### src/rtl/chtg_pkg.sv
`timescale 1ns / 1ps
// ----------------------------------------------------------------------------
// chtg_pkg
// Shared constants and types of the CIP header timestamp generator.
// ----------------------------------------------------------------------------
package chtg_pkg;

  localparam int unsigned TICK_WRAP         = 3072;
  localparam int unsigned CYCLES_PER_SECOND = 8000;
  localparam int unsigned TICKS_PER_SECOND  = 24576000;
  localparam int unsigned SYT_DELAY_TICKS   = 9000;
  localparam int unsigned RATE_MIN          = 32000;
  localparam int unsigned RATE_MAX          = 192000;
  localparam int unsigned INTERVAL_MAX      = 32;
  localparam int unsigned READY_MAX         = 127;

  localparam logic [15:0] NO_TIMESTAMP = 16'hFFFF;
  localparam logic [7:0]  NODATA_FDF   = 8'hFF;

  // Register indexes of the configuration port.
  localparam logic [2:0] REG_TX_MODE   = 3'd0;
  localparam logic [2:0] REG_RATE      = 3'd1;
  localparam logic [2:0] REG_INTERVAL  = 3'd2;
  localparam logic [2:0] REG_DBS       = 3'd3;
  localparam logic [2:0] REG_FMT       = 3'd4;
  localparam logic [2:0] REG_FDF       = 3'd5;

  // Transmit modes.
  localparam logic [1:0] MODE_NONBLOCKING   = 2'd0;
  localparam logic [1:0] MODE_BLOCK_EMPTY   = 2'd1;
  localparam logic [1:0] MODE_BLOCK_NODATA  = 2'd2;

  // Reset values of the registers and of the derived fractions.
  localparam int unsigned RST_RATE     = 48000;
  localparam int unsigned RST_INTERVAL = 8;
  localparam logic [1:0]  RST_MODE     = MODE_BLOCK_EMPTY;
  localparam logic [7:0]  RST_DBS      = 8'd2;
  localparam logic [5:0]  RST_FMT      = 6'd16;
  localparam logic [7:0]  RST_FDF      = 8'd2;

  localparam logic [4:0]  RST_PC_WHOLE  = 5'(RST_RATE / CYCLES_PER_SECOND);
  localparam logic [12:0] RST_PC_REM    = 13'(RST_RATE % CYCLES_PER_SECOND);
  localparam longint unsigned RST_NUM   = longint'(TICKS_PER_SECOND) * RST_INTERVAL;
  localparam logic [14:0] RST_STEP_TICKS = 15'(RST_NUM / RST_RATE);
  localparam logic [17:0] RST_STEP_REM   = 18'(RST_NUM % RST_RATE);

  localparam logic [3:0]  RST_CYCLE  = 4'(SYT_DELAY_TICKS / TICK_WRAP);
  localparam logic [11:0] RST_OFFSET = 12'(SYT_DELAY_TICKS % TICK_WRAP);

  // Effective configuration seen by the per-cycle datapath.
  typedef struct packed {
    logic [1:0]  mode;
    logic [5:0]  interval;     // clamped to 1..32
    logic [17:0] rate;         // clamped to 32000..192000
    logic [7:0]  dbs;
    logic [5:0]  fmt;
    logic [7:0]  fdf;
    logic [4:0]  pc_whole;     // rate / 8000
    logic [12:0] pc_rem;       // rate % 8000
    logic [14:0] step_ticks;   // 24576000 * interval / rate
    logic [17:0] step_rem;     // remainder of that division
  } cfg_t;

endpackage

### src/rtl/chtg_cfg.sv
`timescale 1ns / 1ps
// ----------------------------------------------------------------------------
// chtg_cfg
// Configuration registers, the shift-subtract divider that derives the
// timestamp step after each write other than to tx_mode, and a reciprocal
// multiply for the samples per cycle.
// ----------------------------------------------------------------------------
module chtg_cfg (
  input  logic             clk,
  input  logic             rst_n,
  input  logic             cfg_we,
  input  logic [2:0]       cfg_index,
  input  logic [17:0]      cfg_wdata,
  output chtg_pkg::cfg_t   cfg,
  output logic             busy,
  output logic             reinit
);
  import chtg_pkg::*;

  localparam int unsigned NSTEPS   = 15;
  // rate / 8000 = (rate >> 6) / 125, and x / 125 = (x * 8389) >> 20 is exact
  // for every x below 21000, well above the largest clamped rate >> 6.
  localparam int unsigned PC_RECIP = 8389;

  logic [1:0]  mode_r, mode_nxt;
  logic [17:0] rate_r, rate_nxt;
  logic [5:0]  iv_r, iv_nxt;
  logic [7:0]  dbs_r, dbs_nxt;
  logic [5:0]  fmt_r, fmt_nxt;
  logic [7:0]  fdf_r, fdf_nxt;

  logic        busy_r, busy_nxt;
  logic [3:0]  step_r, step_nxt;
  logic [17:0] part_r, part_nxt;
  logic [14:0] bits_r, bits_nxt;
  logic [12:0] pc_part_r, pc_part_nxt;
  logic [4:0]  pc_bits_r, pc_bits_nxt;
  logic        reinit_r, reinit_nxt;

  logic        start;
  logic [17:0] raw_rate;
  logic [5:0]  raw_iv;
  logic [29:0] num;
  logic [18:0] trial;
  logic        ge;
  logic [24:0] pc_prod;
  logic [4:0]  pc_q;

  assign start    = cfg_we && (cfg_index >= REG_RATE) && (cfg_index <= REG_FDF);
  assign raw_rate = cfg_wdata;
  assign raw_iv   = cfg_wdata[5:0];

  always_comb begin
    mode_nxt = mode_r;
    rate_nxt = rate_r;
    iv_nxt   = iv_r;
    dbs_nxt  = dbs_r;
    fmt_nxt  = fmt_r;
    fdf_nxt  = fdf_r;
    if (cfg_we) begin
      unique case (cfg_index)
        REG_TX_MODE: mode_nxt = cfg_wdata[1:0];
        REG_RATE: begin
          if (raw_rate < 18'(RATE_MIN)) begin
            rate_nxt = 18'(RATE_MIN);
          end else if (raw_rate > 18'(RATE_MAX)) begin
            rate_nxt = 18'(RATE_MAX);
          end else begin
            rate_nxt = raw_rate;
          end
        end
        REG_INTERVAL: begin
          if (raw_iv == 6'd0) begin
            iv_nxt = 6'd1;
          end else if (raw_iv > 6'(INTERVAL_MAX)) begin
            iv_nxt = 6'(INTERVAL_MAX);
          end else begin
            iv_nxt = raw_iv;
          end
        end
        REG_DBS: dbs_nxt = cfg_wdata[7:0];
        REG_FMT: fmt_nxt = cfg_wdata[5:0];
        REG_FDF: fdf_nxt = cfg_wdata[7:0];
        default: ;
      endcase
    end
  end

  // The quotient of 24576000 * interval / rate never exceeds 15 bits, so the
  // upper 15 numerator bits already sit below the divisor and seed the
  // partial remainder.
  assign num      = 30'(TICKS_PER_SECOND) * 30'(iv_nxt);
  assign trial    = {part_r, bits_r[14]};
  assign ge       = trial >= {1'b0, rate_r};
  assign pc_prod  = 25'(rate_r[17:6]) * 25'(PC_RECIP);
  assign pc_q     = pc_prod[24:20];

  always_comb begin
    busy_nxt    = busy_r;
    step_nxt    = step_r;
    part_nxt    = part_r;
    bits_nxt    = bits_r;
    pc_part_nxt = pc_part_r;
    pc_bits_nxt = pc_bits_r;
    reinit_nxt  = start;
    if (start) begin
      busy_nxt    = 1'b1;
      step_nxt    = 4'd0;
      part_nxt    = {3'b000, num[29:15]};
      bits_nxt    = num[14:0];
    end else if (busy_r) begin
      part_nxt = ge ? 18'(trial - {1'b0, rate_r}) : trial[17:0];
      bits_nxt = {bits_r[13:0], ge};
      // The new rate is registered by now; take the samples per cycle once.
      if (step_r == 4'd0) begin
        pc_bits_nxt = pc_q;
        pc_part_nxt = 13'(rate_r - 18'(pc_q) * 18'(CYCLES_PER_SECOND));
      end
      step_nxt = step_r + 4'd1;
      if (step_r == 4'(NSTEPS - 1)) begin
        busy_nxt = 1'b0;
      end
    end
  end

  always_ff @(posedge clk) begin
    if (!rst_n) begin
      mode_r    <= RST_MODE;
      rate_r    <= 18'(RST_RATE);
      iv_r      <= 6'(RST_INTERVAL);
      dbs_r     <= RST_DBS;
      fmt_r     <= RST_FMT;
      fdf_r     <= RST_FDF;
      busy_r    <= 1'b0;
      step_r    <= 4'd0;
      part_r    <= RST_STEP_REM;
      bits_r    <= RST_STEP_TICKS;
      pc_part_r <= RST_PC_REM;
      pc_bits_r <= RST_PC_WHOLE;
      reinit_r  <= 1'b0;
    end else begin
      mode_r    <= mode_nxt;
      rate_r    <= rate_nxt;
      iv_r      <= iv_nxt;
      dbs_r     <= dbs_nxt;
      fmt_r     <= fmt_nxt;
      fdf_r     <= fdf_nxt;
      busy_r    <= busy_nxt;
      step_r    <= step_nxt;
      part_r    <= part_nxt;
      bits_r    <= bits_nxt;
      pc_part_r <= pc_part_nxt;
      pc_bits_r <= pc_bits_nxt;
      reinit_r  <= reinit_nxt;
    end
  end

  assign cfg.mode       = mode_r;
  assign cfg.interval   = iv_r;
  assign cfg.rate       = rate_r;
  assign cfg.dbs        = dbs_r;
  assign cfg.fmt        = fmt_r;
  assign cfg.fdf        = fdf_r;
  assign cfg.pc_whole   = pc_bits_r;
  assign cfg.pc_rem     = pc_part_r;
  assign cfg.step_ticks = bits_r;
  assign cfg.step_rem   = part_r;
  assign busy           = busy_r;
  assign reinit         = reinit_r;

endmodule

### src/rtl/chtg_step.sv
`timescale 1ns / 1ps
// ----------------------------------------------------------------------------
// chtg_step
// Per-cycle header datapath: input register, sample and timestamp state,
// and the result register.
// ----------------------------------------------------------------------------
module chtg_step (
  input  logic            clk,
  input  logic            rst_n,
  input  chtg_pkg::cfg_t  cfg,
  input  logic            busy,
  input  logic            reinit,
  input  logic            in_tvalid,
  output logic            in_tready,
  input  logic [5:0]      in_node_id,
  output logic            out_tvalid,
  input  logic            out_tready,
  output logic [63:0]     out_tdata
);
  import chtg_pkg::*;

  logic        in_vld_r;
  logic [5:0]  node_r;
  logic        mv;

  logic [6:0]  ready_whole_r, ready_whole_nxt;
  logic [12:0] ready_rem_r, ready_rem_nxt;
  logic [7:0]  dbc_r, dbc_nxt;
  logic [3:0]  cyc_r, cyc_nxt;
  logic [11:0] ofs_r, ofs_nxt;
  logic [17:0] ofs_rem_r, ofs_rem_nxt;

  logic        out_vld_r;
  logic [5:0]  o_events_r, o_sid_r, o_fmt_r;
  logic [7:0]  o_dbs_r, o_dbc_r, o_fdf_r;
  logic [15:0] o_syt_r;

  logic        blocking, nodata;
  logic [13:0] rem_sum;
  logic        rem_carry;
  logic [7:0]  next_whole, nevents, dbc_step, left, idx;
  logic        ts_hit;
  logic [18:0] osum;
  logic        ocarry;
  logic [14:0] ticks;
  logic [8:0]  q_prod;
  logic [3:0]  q;
  logic [14:0] wrap_sub;
  logic [15:0] syt;
  logic [7:0]  fdf;

  assign mv        = in_vld_r && (!out_vld_r || out_tready);
  assign in_tready = !busy && (!in_vld_r || mv);

  assign blocking = (cfg.mode == MODE_BLOCK_EMPTY) || (cfg.mode == MODE_BLOCK_NODATA);
  assign nodata   = (cfg.mode == MODE_BLOCK_NODATA);

  always_comb begin
    rem_sum    = 14'(ready_rem_r) + 14'(cfg.pc_rem);
    rem_carry  = rem_sum >= 14'(CYCLES_PER_SECOND);
    ready_rem_nxt = rem_carry ? 13'(rem_sum - 14'(CYCLES_PER_SECOND)) : rem_sum[12:0];
    next_whole = 8'(ready_whole_r) + 8'(cfg.pc_whole) + 8'(rem_carry);

    if (blocking) begin
      nevents = (next_whole >= 8'(cfg.interval)) ? 8'(cfg.interval) : 8'd0;
    end else begin
      nevents = next_whole;
    end
    dbc_step = nodata ? 8'(cfg.interval) : nevents;
    left     = next_whole - nevents;
    ready_whole_nxt = (left > 8'(READY_MAX)) ? 7'(READY_MAX) : left[6:0];
    dbc_nxt  = dbc_r + dbc_step;

    // A timestamp goes with the packet that carries the event whose index is
    // a multiple of the interval, when the interval is a power of two.
    idx    = (8'(cfg.interval) - dbc_r) & 8'(cfg.interval - 6'd1);
    ts_hit = idx < nevents;

    osum   = 19'(ofs_rem_r) + 19'(cfg.step_rem);
    ocarry = osum >= {1'b0, cfg.rate};
    ticks  = 15'(ofs_r) + cfg.step_ticks + 15'(ocarry);
    // ticks / 3072 = (ticks / 1024) / 3, and x / 3 = (x * 11) >> 5 for x < 28.
    q_prod   = 9'(ticks[14:10]) * 9'd11;
    q        = q_prod[8:5];
    wrap_sub = {q, 11'b0} + {1'b0, q, 10'b0};

    syt         = NO_TIMESTAMP;
    cyc_nxt     = cyc_r;
    ofs_nxt     = ofs_r;
    ofs_rem_nxt = ofs_rem_r;
    if (ts_hit) begin
      syt         = {cyc_r, ofs_r};
      ofs_rem_nxt = ocarry ? 18'(osum - {1'b0, cfg.rate}) : osum[17:0];
      cyc_nxt     = cyc_r + q;
      ofs_nxt     = 12'(ticks - wrap_sub);
    end

    fdf = (nevents == 8'd0 && nodata) ? NODATA_FDF : cfg.fdf;
  end

  always_ff @(posedge clk) begin
    if (!rst_n) begin
      in_vld_r      <= 1'b0;
      out_vld_r     <= 1'b0;
      ready_whole_r <= '0;
      ready_rem_r   <= '0;
      dbc_r         <= '0;
      cyc_r         <= RST_CYCLE;
      ofs_r         <= RST_OFFSET;
      ofs_rem_r     <= '0;
    end else begin
      if (in_tvalid && in_tready) begin
        in_vld_r <= 1'b1;
      end else if (mv) begin
        in_vld_r <= 1'b0;
      end

      if (mv) begin
        out_vld_r <= 1'b1;
      end else if (out_tready) begin
        out_vld_r <= 1'b0;
      end

      if (reinit) begin
        ready_whole_r <= '0;
        ready_rem_r   <= '0;
        dbc_r         <= '0;
        cyc_r         <= RST_CYCLE;
        ofs_r         <= RST_OFFSET;
        ofs_rem_r     <= '0;
      end else if (mv) begin
        ready_whole_r <= ready_whole_nxt;
        ready_rem_r   <= ready_rem_nxt;
        dbc_r         <= dbc_nxt;
        cyc_r         <= cyc_nxt;
        ofs_r         <= ofs_nxt;
        ofs_rem_r     <= ofs_rem_nxt;
      end
    end
  end

  always_ff @(posedge clk) begin
    if (in_tvalid && in_tready) begin
      node_r <= in_node_id;
    end
    if (mv) begin
      o_events_r <= nevents[5:0];
      o_sid_r    <= node_r;
      o_dbs_r    <= cfg.dbs;
      o_dbc_r    <= dbc_r;
      o_fmt_r    <= cfg.fmt;
      o_fdf_r    <= fdf;
      o_syt_r    <= syt;
    end
  end

  assign out_tvalid = out_vld_r;
  assign out_tdata  = {6'b0, o_syt_r, o_fdf_r, o_fmt_r, o_dbc_r, o_dbs_r, o_sid_r,
                       o_events_r};

endmodule

### src/rtl/cip_header_timestamp_generator_unit.sv
`timescale 1ns / 1ps
// ----------------------------------------------------------------------------
// cip_header_timestamp_generator_unit
// Builds one CIP header (SID, DBS, DBC, FMT, FDF, SYT and the event count)
// for each isochronous cycle transfer on the input stream.
// ----------------------------------------------------------------------------
// One header per input transfer, one transfer per clock when both sides flow
// and the divider is idle. A transfer passes an input register and a result
// register, so its header is on out_tdata once it reaches the result register
// and leaves when out_tready is high; the input register can still take one
// transfer while a finished header waits. A write of any register except
// tx_mode restarts the sample and timestamp state and runs a shift-subtract
// divider, one quotient bit per clock, that derives the timestamp step from
// the rate and interval: in_tready stays low while it runs. A tx_mode write
// takes effect without a restart or a divider run.
module cip_header_timestamp_generator_unit (
  input  logic        clk,
  input  logic        rst_n,
  input  logic        cfg_we,
  input  logic [2:0]  cfg_index,
  input  logic [17:0] cfg_wdata,
  input  logic        in_tvalid,
  output logic        in_tready,
  input  logic [7:0]  in_tdata,    // [5:0] local_node_id, [7:6] zero
  output logic        out_tvalid,
  input  logic        out_tready,
  // [5:0] event_count, [11:6] source_id, [19:12] block_size,
  // [27:20] block_count, [33:28] format_code, [41:34] format_dependent,
  // [57:42] sync_timestamp, [63:58] zero
  output logic [63:0] out_tdata
);
  import chtg_pkg::*;

  cfg_t cfg;
  logic busy;
  logic reinit;

  chtg_cfg u_cfg (
    .clk       (clk),
    .rst_n     (rst_n),
    .cfg_we    (cfg_we),
    .cfg_index (cfg_index),
    .cfg_wdata (cfg_wdata),
    .cfg       (cfg),
    .busy      (busy),
    .reinit    (reinit)
  );

  chtg_step u_step (
    .clk        (clk),
    .rst_n      (rst_n),
    .cfg        (cfg),
    .busy       (busy),
    .reinit     (reinit),
    .in_tvalid  (in_tvalid),
    .in_tready  (in_tready),
    .in_node_id (in_tdata[5:0]),
    .out_tvalid (out_tvalid),
    .out_tready (out_tready),
    .out_tdata  (out_tdata)
  );

endmodule
### config.mk
export PLATFORM = sky130hd
export DESIGN_NAME = cip_header_timestamp_generator_unit
export DESIGN_NICKNAME = d
export VERILOG_FILES = /design/src/rtl/chtg_pkg.sv /design/src/rtl/chtg_cfg.sv /design/src/rtl/chtg_step.sv /design/src/rtl/cip_header_timestamp_generator_unit.sv
export SDC_FILE = /design/constraint.sdc
export NUM_CORES = 1
export LEC_CHECK = 0
export BUFFER_PORTS_ARGS = -buffer_cell sky130_fd_sc_hd__buf_2
export CAP_MARGIN = 20
export CORE_MARGIN = 2
export CORE_UTILIZATION = 35
export DETAILED_ROUTE_END_ITERATION = 6
export PLACE_DENSITY = 0.58
export SYNTH_ARGS = -nofsm -noshare
export SYNTH_HDL_FRONTEND = slang
export SYNTH_SLANG_ARGS = --single-unit
### constraint.sdc
create_clock -name clk -period 25.2 [get_ports clk]
set_input_delay 5.04 -clock clk [delete_from_list [all_inputs] [get_ports clk]]
set_output_delay 5.04 -clock clk [all_outputs]
set_load 0.02 [all_outputs]
# --- Word level (Yosys, flattened, before mapping) ---
# Cells that the tools add are included.
word_totals:
  register_bits: 233
  latchBits: 0
  ramBits: 0
  rom_bits: 0
  in_bits: 34
  out_inout_bits: 66
  elab_cells: 127
  n_memories: 0
op_classes:
  add_sub_neg: 18
  n_mul: 4
  n_div: 0
  order_cmp: 11
  n_eq_ne: 8
  shifts: 0
  mux: 24
  bitwise: 3
  reduce_logical: 28
op_table:
  columns: ["cell", "count"]
  rows:
  - ["$mux 18", 4]
  - ["$mux 13", 3]
  - ["$ge 19x18->1", 2]
  - ["$sub 18x18->18", 2]
  - ["$mux 15", 2]
  - ["$mux 6", 5]
  - ["$mul 12x14->25 const B", 1]
  - ["$add 18x18->19", 1]
  - ["$gt 18x18->1 const B", 1]
  - ["$lt 18x15->1 const B", 1]
  - ["$mux 8", 2]
  - ["$add 12x15->15", 1]
  - ["$add 15x1->15", 1]
  - ["$add 13x13->14", 1]
  - ["$ge 14x13->1 const B", 1]
  - ["$mul 9x6->14 const A", 1]
  - ["$sub 13x13->13", 1]
  - ["$sub 13x13->13 const B", 1]
  - ["$add 12x12->12", 1]
  - ["$reduce_and 2->1", 6]
  - ["$sub 12x12->12", 1]
  - ["$mul 5x4->9 const B", 1]
  - ["$add 7x5->8", 1]
  - ["$add 8x1->8", 1]
  - ["other kinds (33)", 54]

# --- Depth between registers and ports, before layout ---
depth:
  ltp_word: 9
  depth_mapped: 46
  depth_no_buf: 44

# --- Cells and area by module ---
# Synthesis repeated with hierarchy kept, for this count alone.
unflattened:
  hier_cells: 1985
  hier_area_um2: 17762.0
by_module_without_submodules:
  columns: ["module", "n_inst", "cells_each", "area_per_inst_um2", "seq_area_each_um2"]
  rows:
  - ["chtg_step", 1, 1020, 9494.1, 3203.1]
  - ["chtg_cfg", 1, 965, 8267.9, 2102.0]

# --- Worst setup path after synthesis ---
# No wires, ideal clock.
synth_timing:
  path_kind: "input to output"
  start: "in out_tready"
  end: "out in_tready"
  arrival_time_ns: 5.484
  path_slack_ns: 14.676
  cell_stages: 2
  cell_sequence: "nor2b_1 > a21oi_1"
synth_between:
  elab_chain_len: 4
synth_lines:
  columns: ["element", "line_no", "rtl"]
  rows:
  - ["start, declared", "cip_header_timestamp_generator_unit.sv:26", "input logic out_tready,"]
  - ["$logic_or 1x1->1", "chtg_step.sv:52", "assign mv = in_vld_r && (!out_vld_r || out_tready);"]
  - ["$logic_and 1x1->1", "chtg_step.sv:52", null]
  - ["$logic_or 1x1->1", "chtg_step.sv:53", "assign in_tready = !busy && (!in_vld_r || mv);"]
  - ["$logic_and 1x1->1", "chtg_step.sv:53", null]
  - ["end, declared", "cip_header_timestamp_generator_unit.sv:23", "output logic in_tready,"]
# Every way passes these cells.

# --- Final worst setup path ---
# Ends and elaborated chain as after synthesis.

==> metrics.cfg <==
[final_layout]
area_growth_pct = 11.7
drive_gt1_share_pct = 10.2
regArea_um2 = 5310
fill_cells = 5060
fin_nets = 2377
multiInputGateArea_um2 = 11500
antennaDiodeCount = 0

[setup_path]
worst_r2r_path_depth = 44
worstPathCellList = buf_2 -> nor2b_1 -> a21oi_1 -> buf_2
crit_arrival_ps = 5680
crit_type = input port to primary output
crit_path_start_kind = input port
slowest_delay_ps = 230
reg2reg_slack_ps = 14770
cp_common_cell = buf_2
cp-startpoint = out_tready
crit_slowest_cell = nor2b_1
crit_path_end_kind = primary output
cp-endpoint = in_tready
reg2reg_to = u_step.cyc_r[3]$_SDFFE_PP0P_
crit_required_ps = 20160
cp_max_fo = 4
reg2reg_from = u_cfg.part_r[0]$_SDFFE_PP0P_

[placement]
routabilityCongestion = 0.854
pre_cts_slack_ps = 14480
dp_hpwl_um = 33500
port-buffer-count = 91

[pwr]
seq_power_share_pct = 29.8
p_int_mw = 0.924
power.leakage_nw = 8.61
p_per_area_nw_per_um2 = 72.6
p_sw_mw = 0.511
ir_drop_v = 0.0000512
p_sw_share_pct = 35.6
p_comb_share_pct = 41.2
p_clk_share_pct = 28.9

[cts]
cts.sink_count = 233
hold_buffers = 0
clockBufferDepth = 3
cts_htree_levels = 1
cts-root-buf = clkbuf_16
insertion_delay_ps = 560
cts_tree = done
cts_resized = 0
cts_buffers = 27
path_clk_slew_ps = 60
cts_post_setup_buffers_inserted = 0

[die]
start_util_pct = 35.4
die-width_um = 229
dieArea_um2 = 52400
rows = 82
coreArea_um2 = 50100
fp.dieH_um = 229
io_pins = 100

[logic_synthesis]
async_flop_share_pct = 0
synth_seq_area_share_pct = 30.0
ys_types = 92
ys_top_cells_by_area = dfxtp_1, ha_1, edfxtp_1, fa_1, a21oi_1
yosysWarningCount = 0
synth.avg_cell_area_um2 = 8.99
synth_top_area_cell = dfxtp_1
synth_edf_count = 64
ys_top_cells_by_count = ha_1, inv_1, dfxtp_1
yosysTopAreaCellShare_pct = 19.1
netlist_area_um2 = 17700
synthFlopType = dfxtp_1
synth_cells = 1970
yosys_register_bits = 233
synth_most_common_cell = ha_1

[timing]
rsz0062_at_grt = false
finalMaxSlewViolations = 0
fin_worst_hold_slack_ps = 421
fin_setup_tns_ps = 0
clock.fmax_mhz = 93.3
hold_viol_final = 0
layout_setup_ws_ps = 14480
period_share_pct = 42.5
worstMarginPinSlew_ps = 1050
slew_headroom_pct = 29.3
skew_ps = 13.1
setup_viol = 0
min_period_ps = 10720

[drt]
drtPass1Iterations = 7
drt-total-wl_um = 43700
ant_nets = 0
wl_per_cell_um = 16.0
num_vias = 14100
via_per_inst = 5.16
drtIter0Drc = 825
drcViolationCount = 0

[global_routing]
first_global_vias = 14000
track_usage_pct = 16.7
grt_start_max_net_pins = 68
grt_pass1_wl_um = 72400
grt-ovfl-total = 0
antenna_found_initial = 0

[flow_run]
cap_violations = 0

[outcome]
status = finished clean

[min_path]
hp-class = flop to flop

worst min-delay path by stage:
stage | from | end | slack, ps | cells after the start
after floorplan | u_step.node_r[0]$_DFFE_PP_ | u_step.o_sid_r[0]$_DFFE_PP_ | 400 | 0
after global placement | u_step.node_r[1]$_DFFE_PP_ | u_step.o_sid_r[1]$_DFFE_PP_ | 400 | 0
after detailed placement | u_step.node_r[3]$_DFFE_PP_ | u_step.o_sid_r[3]$_DFFE_PP_ | 410 | 0
after CTS | u_step.node_r[3]$_DFFE_PP_ | u_step.o_sid_r[3]$_DFFE_PP_ | 420 | 0
after global routing | u_step.node_r[3]$_DFFE_PP_ | u_step.o_sid_r[3]$_DFFE_PP_ | 430 | 0
final | u_step.node_r[3]$_DFFE_PP_ | u_step.o_sid_r[3]$_DFFE_PP_ | 420 | 0
cells in the final DEF (no fill, tap or decap), types with 64 or more instances in the layout:
cell      instances
a21oi_1         161
buf_2            91
dfxtp_1         168
edfxtp_1         64
ha_1            248
inv_1           180
nand2_1         159
nor2_1          143
o21ai_0         110
xnor2_1          76
layer usage:
layer / up-vias / wire length (um) / GRT usage, %
li1: 7141 / - / -
met1: 6707 / 20200 / 22.2
met2: 230 / 21000 / 28.8
met3: 53 / 1560 / 1.70
met4: 0 / 921 / 4.46
met5: - / 0 / 0
sequential cells by signal, summed over array words and instances, names as in the netlist, 5 cells and up:
| name | count |
|---|---|
| u_cfg.pc_part_r | 13 |
| u_step.node_r | 6 |
| u_step.o_sid_r | 6 |
| u_cfg.rate_r | 18 |
| u_cfg.iv_r | 6 |
| u_step.ready_whole_r | 7 |
| u_step.ofs_rem_r | 18 |
| u_step.o_fmt_r | 6 |
| u_step.ofs_r | 12 |
| u_cfg.bits_r | 15 |
| u_step.o_syt_r | 16 |
| u_cfg.pc_bits_r | 5 |
| u_cfg.dbs_r | 8 |
| u_step.ready_rem_r | 13 |
| u_cfg.fmt_r | 6 |
| u_cfg.part_r | 18 |
| u_step.dbc_r | 8 |
| u_step.o_events_r | 6 |
| u_cfg.fdf_r | 8 |
| u_step.o_dbs_r | 8 |
| u_step.o_dbc_r | 8 |
| u_step.o_fdf_r | 8 |
cell type report:
| cell class | instances | share of cell area (%) |
|---|---|---|
| Clock buffer | 36 | 3.96 |
| Timing Repair Buffer | 99 | 2.61 |
| Inverter | 182 | 3.46 |
| Sequential cell | 233 | 26.8 |
| Clock inverter | 14 | 0.810 |
| Tap cell | 672 | 4.25 |
| Multi-Input combinational cell | 1502 | 58.1 |
critical path: cells and delay by family:
kind            cells  cell delay (ps)
compound gates      1              140
buf+inv             2              270
simple gates        1              230
power groups by stage:
| stage | Clock (mW) | Sequential (mW) | Combinational, mW |
|---|---|---|---|
| 2_1_floorplan | 0 | 0.436 | 0.470 |
| 3_3_place_gp | 0 | 0.435 | 0.580 |
| 3_5_place_dp | 0 | 0.436 | 0.594 |
| 4_1_cts | 0.425 | 0.428 | 0.598 |
| 5_1_grt | 0.441 | 0.430 | 0.680 |
| 6_report | 0.415 | 0.428 | 0.591 |
logic make-up after synthesis:
logic type | after synthesis | synth area share [%]
compound gates | 523 | 18.8
xor+xnor | 113 | 5.83
fa+ha+maj | 298 | 23.2
buf+inv | 240 | 5.33
flops | 233 | 30.0
mux | 50 | 2.83
other cells | 1 | 0.0212
simple gates | 512 | 14.1
metrics by stage:
step / utilization, % / area, um^2 / cells / total power [mW]
CTS: 39.5 / 19800 / 2738 / 1.45
global route: 39.5 / 19800 / 2738 / 1.55
floorplan: - / 17700 / 1975 / 0.906
global placement: 37.6 / 18800 / 2688 / 1.02
finish: 39.5 / 19800 / 2738 / 1.43
detailed placement: 37.6 / 18800 / 2688 / 1.03
No activity file was read; power rests on OpenSTA's default activity.
